==> config.mk <==
export PLATFORM = sky130hd
export DESIGN_NAME = integer_to_ascii_radix_core
export DESIGN_NICKNAME = d
export VERILOG_FILES = /design/src/hdl/itoa_pkg.sv /design/src/hdl/itoa_ram.sv /design/src/hdl/itoa_front.sv /design/src/hdl/itoa_queue.sv /design/src/hdl/itoa_back.sv /design/src/hdl/integer_to_ascii_radix_core.sv
export SDC_FILE = /design/constraint.sdc
export NUM_CORES = 1
export LEC_CHECK = 0
export BUFFER_PORTS_ARGS = -buffer_cell sky130_fd_sc_hd__buf_2
export CAP_MARGIN = 10
export CELL_PAD_IN_SITES_DETAIL_PLACEMENT = 0
export CELL_PAD_IN_SITES_GLOBAL_PLACEMENT = 1
export CORE_MARGIN = 2
export CORE_UTILIZATION = 45
export DETAILED_ROUTE_END_ITERATION = 12
export PLACE_DENSITY = 0.72
export SLEW_MARGIN = 20
export SYNTH_ARGS = -nofsm -noshare
export SYNTH_HDL_FRONTEND = slang
export SYNTH_SLANG_ARGS = --single-unit
==> constraint.sdc <==
create_clock -name clk -period 21.8 [get_ports clk]
set_input_delay 2.18 -clock clk [delete_from_list [all_inputs] [get_ports clk]]
set_output_delay 2.18 -clock clk [all_outputs]
set_load 0.01 [all_outputs]
==> src/hdl/itoa_pkg.sv <==
// itoa_pkg: shared types, character constants and the digit-to-ASCII helper
// for the integer-to-ASCII radix converter. No dependencies.
package itoa_pkg;

	localparam logic [6:0] CHAR_ZERO  = 7'h30;  // '0'
	localparam logic [6:0] CHAR_MINUS = 7'h2D;  // '-'
	localparam logic [6:0] ALPHA_GAP  = 7'd7;   // distance from '9'+1 to 'A'
	localparam logic [5:0] DIGIT_MAX  = 6'd9;
	localparam logic [5:0] RADIX_MIN  = 6'd2;
	localparam logic [5:0] RADIX_MAX  = 6'd36;

	// dividend bits retired per divider cycle
	localparam int BITS_PER_CYC = 8;

	typedef struct packed {
		logic err;  // radix out of range
		logic neg;  // emit leading minus, magnitude already negated
	} itoa_flags_t;

	function automatic logic [6:0] digit_char(input logic [5:0] d);
		logic [6:0] base;
		base = 7'(d) + CHAR_ZERO;
		return (d > DIGIT_MAX) ? base + ALPHA_GAP : base;
	endfunction

endpackage

==> src/hdl/itoa_ram.sv <==
// itoa_ram: generic single-write, single-read RAM with registered read data.
// No dependencies.
module itoa_ram #(
	parameter int WIDTH = 6,
	parameter int DEPTH = 32
) (
	input  logic                     clk,
	input  logic                     we,
	input  logic [$clog2(DEPTH)-1:0] waddr,
	input  logic [WIDTH-1:0]         wdata,
	input  logic                     re,
	input  logic [$clog2(DEPTH)-1:0] raddr,
	output logic [WIDTH-1:0]         rdata
);

	logic [WIDTH-1:0] mem_q [DEPTH];

	always_ff @(posedge clk) begin
		if (we) begin
			mem_q[waddr] <= wdata;
		end
		if (re) begin
			rdata <= mem_q[raddr];
		end
	end

endmodule

==> src/hdl/itoa_front.sv <==
// itoa_front: classifies an incoming request (radix check, sign, magnitude).
// Depends on itoa_pkg.
module itoa_front #(
	parameter int VALUE_BITS = 32
) (
	input  logic [31:0]             value,
	input  logic                    is_signed,
	input  logic [5:0]              radix,
	output itoa_pkg::itoa_flags_t   flags,
	output logic [VALUE_BITS-1:0]   mag
);
	import itoa_pkg::*;

	logic [VALUE_BITS-1:0] v;

	assign v = VALUE_BITS'(value);

	always_comb begin
		flags.err = !(radix inside {[RADIX_MIN:RADIX_MAX]});
		flags.neg = is_signed && v[VALUE_BITS-1];
		// two's complement negate, so the most negative value maps onto itself
		mag = flags.neg ? (~v) + VALUE_BITS'(1) : v;
	end

endmodule

==> src/hdl/itoa_queue.sv <==
// itoa_queue: two-entry request queue between classifier and converter.
// No dependencies.
module itoa_queue #(
	parameter int WIDTH = 40
) (
	input  logic             clk,
	input  logic             arst_n,
	input  logic             push,
	input  logic [WIDTH-1:0] push_data,
	output logic             full,
	input  logic             pop,
	output logic             not_empty,
	output logic [WIDTH-1:0] pop_data
);

	logic [WIDTH-1:0] entry_q [2];
	logic             wr_ptr_q;
	logic             rd_ptr_q;
	logic [1:0]       count_q;

	assign full      = (count_q == 2'd2);
	assign not_empty = (count_q != 2'd0);
	assign pop_data  = entry_q[rd_ptr_q];

	always_ff @(posedge clk) begin
		if (push) begin
			entry_q[wr_ptr_q] <= push_data;
		end
	end

	always_ff @(posedge clk or negedge arst_n) begin
		if (!arst_n) begin
			wr_ptr_q <= 1'b0;
			rd_ptr_q <= 1'b0;
			count_q  <= 2'd0;
		end else begin
			if (push) begin
				wr_ptr_q <= ~wr_ptr_q;
			end
			if (pop) begin
				rd_ptr_q <= ~rd_ptr_q;
			end
			case ({push, pop})
				2'b10:   count_q <= count_q + 2'd1;
				2'b01:   count_q <= count_q - 2'd1;
				default: count_q <= count_q;
			endcase
		end
	end

endmodule

==> src/hdl/itoa_back.sv <==
// itoa_back: radix conversion engine. Serial restoring divider produces the
// digits LSD first into the digit RAM, then they are read back MSD first.
// Depends on itoa_pkg and itoa_ram.
module itoa_back #(
	parameter int VALUE_BITS = 32,
	parameter int MAX_DIGITS = 32
) (
	input  logic                  clk,
	input  logic                  arst_n,
	input  logic                  cmd_valid,
	output logic                  cmd_pop,
	input  itoa_pkg::itoa_flags_t cmd_flags,
	input  logic [5:0]            cmd_radix,
	input  logic [VALUE_BITS-1:0] cmd_mag,
	input  logic                  out_stall,
	output logic                  out_valid,
	output logic [6:0]            ascii_char,
	output logic                  last,
	output logic                  error
);
	import itoa_pkg::*;

	localparam int NCYC = (VALUE_BITS + BITS_PER_CYC - 1) / BITS_PER_CYC;
	localparam int PB   = NCYC * BITS_PER_CYC;
	localparam int SW   = (NCYC > 1) ? $clog2(NCYC) : 1;
	localparam int AW   = $clog2(MAX_DIGITS);
	localparam int CW   = $clog2(MAX_DIGITS + 1);

	typedef enum logic [3:0] {
		ST_IDLE = 4'b0001,
		ST_DIV  = 4'b0010,
		ST_READ = 4'b0100,
		ST_EMIT = 4'b1000
	} state_t;

	state_t          state_q;
	logic [PB-1:0]   work_q;
	logic [5:0]      rem_q;
	logic [5:0]      radix_q;
	logic [SW-1:0]   step_q;
	logic [CW-1:0]   dcnt_q;
	logic [AW-1:0]   rd_idx_q;
	logic            out_valid_q;
	logic [6:0]      char_q;
	logic            last_q;
	logic            err_q;

	logic            out_free;
	logic            out_load;
	logic            digit_done;
	logic            conv_done;
	logic [PB-1:0]   work_nx;
	logic [5:0]      rem_nx;
	logic [5:0]      rd_digit;

	assign out_free   = !out_valid_q || !out_stall;
	assign cmd_pop    = (state_q == ST_IDLE) && cmd_valid && out_free;
	assign digit_done = (state_q == ST_DIV) && (step_q == SW'(NCYC - 1));
	assign conv_done  = (work_nx == '0) || (dcnt_q == CW'(MAX_DIGITS - 1));
	// output register takes a new character this cycle
	assign out_load   = (cmd_pop && (cmd_flags.err || cmd_flags.neg))
	                 || ((state_q == ST_EMIT) && out_free);

	assign out_valid  = out_valid_q;
	assign ascii_char = char_q;
	assign last       = last_q;
	assign error      = err_q;

	// BITS_PER_CYC restoring steps on a narrow remainder
	always_comb begin
		logic [6:0] r7;
		logic [5:0] r;
		logic [PB-1:0] w;
		r = rem_q;
		w = work_q;
		for (int k = 0; k < BITS_PER_CYC; k++) begin
			r7 = {r, w[PB-1]};
			w  = {w[PB-2:0], 1'b0};
			if (r7 >= {1'b0, radix_q}) begin
				r7   = r7 - {1'b0, radix_q};
				w[0] = 1'b1;
			end
			r = r7[5:0];
		end
		rem_nx  = r;
		work_nx = w;
	end

	itoa_ram #(
		.WIDTH(6),
		.DEPTH(MAX_DIGITS)
	) u_digits (
		.clk  (clk),
		.we   (digit_done),
		.waddr(dcnt_q[AW-1:0]),
		.wdata(rem_nx),
		.re   (state_q == ST_READ),
		.raddr(rd_idx_q),
		.rdata(rd_digit)
	);

	always_ff @(posedge clk) begin
		case (state_q)
			ST_IDLE: begin
				if (cmd_pop) begin
					work_q  <= PB'(cmd_mag);
					radix_q <= cmd_radix;
					rem_q   <= '0;
				end
				if (cmd_pop && (cmd_flags.err || cmd_flags.neg)) begin
					char_q <= cmd_flags.err ? 7'd0 : CHAR_MINUS;
					last_q <= cmd_flags.err;
					err_q  <= cmd_flags.err;
				end
			end
			ST_DIV: begin
				work_q <= work_nx;
				rem_q  <= digit_done ? 6'd0 : rem_nx;
				if (digit_done) begin
					rd_idx_q <= dcnt_q[AW-1:0];
				end
			end
			ST_EMIT: begin
				if (out_free) begin
					char_q   <= digit_char(rd_digit);
					last_q   <= (rd_idx_q == '0);
					err_q    <= 1'b0;
					rd_idx_q <= rd_idx_q - AW'(1);
				end
			end
			default: begin
			end
		endcase
	end

	always_ff @(posedge clk or negedge arst_n) begin
		if (!arst_n) begin
			state_q     <= ST_IDLE;
			step_q      <= '0;
			dcnt_q      <= '0;
			out_valid_q <= 1'b0;
		end else begin
			if (out_load) begin
				out_valid_q <= 1'b1;
			end else if (out_valid_q && !out_stall) begin
				out_valid_q <= 1'b0;
			end
			case (state_q)
				ST_IDLE: begin
					if (cmd_pop) begin
						step_q <= '0;
						dcnt_q <= '0;
						if (!cmd_flags.err) begin
							state_q <= ST_DIV;
						end
					end
				end
				ST_DIV: begin
					if (digit_done) begin
						step_q <= '0;
						dcnt_q <= dcnt_q + CW'(1);
						if (conv_done) begin
							state_q <= ST_READ;
						end
					end else begin
						step_q <= step_q + SW'(1);
					end
				end
				ST_READ: begin
					state_q <= ST_EMIT;
				end
				ST_EMIT: begin
					if (out_free) begin
						state_q <= (rd_idx_q == '0) ? ST_IDLE : ST_READ;
					end
				end
				default: begin
					state_q <= ST_IDLE;
				end
			endcase
		end
	end

endmodule

==> src/hdl/integer_to_ascii_radix_core.sv <==
// integer_to_ascii_radix_core: top level of the integer-to-ASCII converter.
// Depends on itoa_pkg, itoa_front, itoa_queue, itoa_back (and itoa_ram).
//
//   channel  handshake              payload
//   -------  ---------------------  ------------------------------
//   in       in_valid / in_stall    value[31:0], is_signed, radix[5:0]
//   out      out_valid / out_stall  ascii_char[6:0], last, error
//
// A request is picked up from the queue; the shared serial divider then
// produces its digits one after another into the digit RAM, and each
// character is read back through the RAM read port and then emitted.
// The minus sign goes out as the request is picked up.
// A bad radix gives one error result. Up to two requests wait in the
// queue, so in_stall rises only when it is full. out_stall holds the output
// register and freezes character emission; division goes on until it needs
// the output. Reset (arst_n low) empties the queue and idles the engine; the
// digit RAM needs no clearing since every conversion writes before it reads.
module integer_to_ascii_radix_core #(
	parameter int VALUE_BITS = 32,
	parameter int MAX_DIGITS = 32
) (
	input  logic        clk,
	input  logic        arst_n,
	input  logic        in_valid,
	output logic        in_stall,
	input  logic [31:0] value,
	input  logic        is_signed,
	input  logic [5:0]  radix,
	output logic        out_valid,
	input  logic        out_stall,
	output logic [6:0]  ascii_char,
	output logic        last,
	output logic        error
);
	import itoa_pkg::*;

	localparam int QW = $bits(itoa_flags_t) + 6 + VALUE_BITS;

	itoa_flags_t           fr_flags;
	logic [VALUE_BITS-1:0] fr_mag;
	logic                  q_full;
	logic                  q_not_empty;
	logic                  q_pop;
	logic [QW-1:0]         q_data;
	itoa_flags_t           cmd_flags;
	logic [5:0]            cmd_radix;
	logic [VALUE_BITS-1:0] cmd_mag;

	// classify the request as it arrives
	itoa_front #(
		.VALUE_BITS(VALUE_BITS)
	) u_front (
		.value    (value),
		.is_signed(is_signed),
		.radix    (radix),
		.flags    (fr_flags),
		.mag      (fr_mag)
	);

	assign in_stall = q_full;

	// decouples request intake from the conversion engine
	itoa_queue #(
		.WIDTH(QW)
	) u_queue (
		.clk      (clk),
		.arst_n   (arst_n),
		.push     (in_valid && !q_full),
		.push_data({fr_flags, radix, fr_mag}),
		.full     (q_full),
		.pop      (q_pop),
		.not_empty(q_not_empty),
		.pop_data (q_data)
	);

	assign {cmd_flags, cmd_radix, cmd_mag} = q_data;

	itoa_back #(
		.VALUE_BITS(VALUE_BITS),
		.MAX_DIGITS(MAX_DIGITS)
	) u_back (
		.clk       (clk),
		.arst_n    (arst_n),
		.cmd_valid (q_not_empty),
		.cmd_pop   (q_pop),
		.cmd_flags (cmd_flags),
		.cmd_radix (cmd_radix),
		.cmd_mag   (cmd_mag),
		.out_stall (out_stall),
		.out_valid (out_valid),
		.ascii_char(ascii_char),
		.last      (last),
		.error     (error)
	);

endmodule

==> metrics.txt <==
status finished clean; placer congestion estimate 0.866; H-tree levels 2; Design Area, Final just under 20000 um^2; I/O Buffers 53; Overflow after GRT 0; core area 38700 um^2; Synthesis Warnings 0; Synth Register Bits between 300 and 400; Async S/R FF share, synth just under 5%; clk sinks 353; Worst Path Max Fanout 32; ANT cells 0; Worst Setup End Kind flip-flop; Post-Place Cells 1892; CTS Hold Bufs 0; Vias approximately 11000; Initial Util between 40 and 50%; worst slew pin tran between 1 and 1.5 ns; number of remaining DRC errors 0; area leader, netlist edfxtp_1; first-pass GRT wire length around 63 mm; synth unique cells 87; Hold Fails Final Rpt 0; clock-pin slew on the worst setup and hold paths ~0.06 ns; Die Area slightly above 40000 um^2; CTS Buf Count 38; CP max-delay cell edfxtp_1; Critical Path AT 20.23 ns; TNS Setup 0 ns; Mapped Cells between 1000 and 1500; crit path time final 20.02 ns; syn nets approximately 1500; EDFF count, synth 336; GR Util All Layers approximately a fifth; DRT Pass-1 Iters 5; Crit path largest cell delay ~0.7 ns; initial antenna violation count 0; Post-Syn Area per Cell around 13 um^2; worst endpoint required time approximately 22 ns; # setup viols final 0; placed instance area between 15000 and 20000 um^2; layout cells sized above 1 14.8%; Rows just over 70; per-cell routed wire length approximately 20 um; routed vias/inst 5.64; clk_lat worst skew approximately 0.55 ns; Max-Cap Viols 0; crit start category flip-flop; Top FF cell, synth edfxtp_1; half-perimeter wire length after placement roughly 28 mm; Synth Cell Area 17700 um^2; Synth area leaders edfxtp_1 (57%), mux2i_1 (4.9%), ha_1 (4.2%), mux4_2 (3.1%), nor2_1 (2.6%); Final Non-Filler Cells roughly 2000; Hold Path Class flip-flop to flip-flop; Final nets ~1500; pin count of the biggest net entering global routing a little under 70; most used cell, CP ha_1; post-route ant nets 0; I/O pin cnt between 50 and 60; Iter 0 DRT Violations between 800 and 900; CTS tree built; clk root buf clkbuf_16; fill count 3333; register area share after synthesis around three fifths; Slew Limit Fails 0; final core utilization between 50% and 60%; Max Clk Rate around 50 MHz; maximum clock insertion buffer count 3; area fraction of the dominant cell type after synthesis roughly 57%; layout overhead on the synthesized area 12.0%; number of global-route vias before repair 10900; critical setup path kind flip-flop to flip-flop; clock skew approximately 0.034 ns; Post-Route WL about 40 mm; Slew headroom approximately 28%; chip height 202 um; RSZ-0062 raised after global routing no; Period Utilization, post-route 91.8%; Die X-Extent approximately 200 um
synth_stat cells (all sizes together), types with 13 or more instances:
| cell | count |
|---|---|
| buf | 13 |
| a21o | 14 |
| xor2 | 25 |
| nor2 | 123 |
| mux2i | 86 |
| dfrtp | 16 |
| o21ai | 95 |
| nor2b | 17 |
| mux4 | 24 |
| clkbuf | 37 |
| ha | 60 |
| o22ai | 13 |
| edfxtp | 336 |
| nor3 | 14 |
| mux2 | 21 |
| inv | 52 |
| o221ai | 14 |
| a21oi | 62 |
| xnor2 | 40 |
| nor4 | 15 |
| nand2 | 90 |
metal layers:
layer	vias to the layer above	GRT usage, %	share of wire, %
met5	-	0	0
met4	0	4.54	1.8
met3	59	2.79	5.0
met2	276	30.4	45
met1	5448	30.1	48
li1	5318	-	-
flip-flops by register name (all words and copies together), names as in the netlist:
signal,flops
u_back.rd_idx_q,5
u_back.radix_q,6
u_back.work_q,32
u_back.rem_q,6
u_back.step_q,2
u_back.last,1
u_back.u_digits.rdata,6
u_back.state_q,4
u_back.error,1
u_back.ascii_char,7
u_queue.count_q,2
u_back.u_digits.mem_q,192
u_queue.entry_q,80
u_queue.wr_ptr_q,1
u_back.dcnt_q,6
u_queue.rd_ptr_q,1
u_back.out_valid,1
metrics by stage:
stage	hold slack [ns]	setup slack, ns
after floorplan	0.459	3.73
after global placement	0.488	1.72
after detailed placement	0.500	1.30
after CTS	0.509	1.20
after global routing	0.554	0.0657
final	0.509	1.78
cell type report:
cell class	count	area, um^2	area share [%]
flip-flops and latches	353	10500	53.0
multi-input cells	902	6830	34.4
clock buffers	47	1010	5.07
well taps	518	648	3.27
repair buffers	75	438	2.21
clock inverters	22	203	1.02
inverters	52	195	0.984
critical path, delay by kind of cell, from the launching register on:
kind	cells	cell delay (ns)
mux	5	2.07
buf+inv	4	0.83
fa+ha+maj	8	2.66
flops	1	0.70
compound gates	37	8.68
simple gates	20	4.68
logic make-up after synthesis:
family | synth area share (%)
simple gates | 9.59
buf+inv | 2.30
mux | 9.29
flops | 59.4
fa+ha+maj | 5.15
compound gates | 11.1
xor+xnor | 3.22
worst paths after layout:
kind | startpoint | endpoint | slack [ns] | cells past startpoint
max | u_back.radix_q[1] | u_back.u_digits.mem_q[7][4] | 1.78 | 74
min | u_back.step_q[0] | u_back.step_q[0] | 0.51 | 1
max reg2reg | u_back.radix_q[1] | u_back.u_digits.mem_q[7][4] | 1.78 | 74
min reg2reg | u_back.step_q[0] | u_back.step_q[0] | 0.51 | 1
max in group asynchronous | arst_n | u_back.state_q[0] | 19.87 | 1
min in group asynchronous | arst_n | u_back.state_q[2] | 1.58 | 1
cells in the final DEF (no fill, tap or decap), drive strengths merged, types with 11 or more instances in the layout:
cell type,synthesis,final
nand2,90,90
dfrtp,16,16
ha,60,60
o22ai,13,13
mux2,21,21
o221ai,14,14
clkinv,0,14
a211oi,12,12
nor2,123,123
mux2i,86,86
xnor2,40,40
o31ai,12,12
o21ai,95,95
nand2b,12,12
inv,52,55
mux4,24,24
edfxtp,336,336
a21oi,62,62
buf,13,75
nor4,15,15
xor2,25,25
nor3,14,14
a21o,14,14
o21a,11,11
nor2b,17,17
clkbuf,37,47
what timing repair did:
| item | 4_1_cts | 5_1_grt |
|---|---|---|
| endpoints found under the setup margin | 0 | 199 |
| gates resized for setup | 0 | 2 |
| buffers inserted | 0 | 7 |
Power is left out: the tool's default activity adds up to more than one toggle a clock period on the data nets, which glitch-free logic cannot reach.
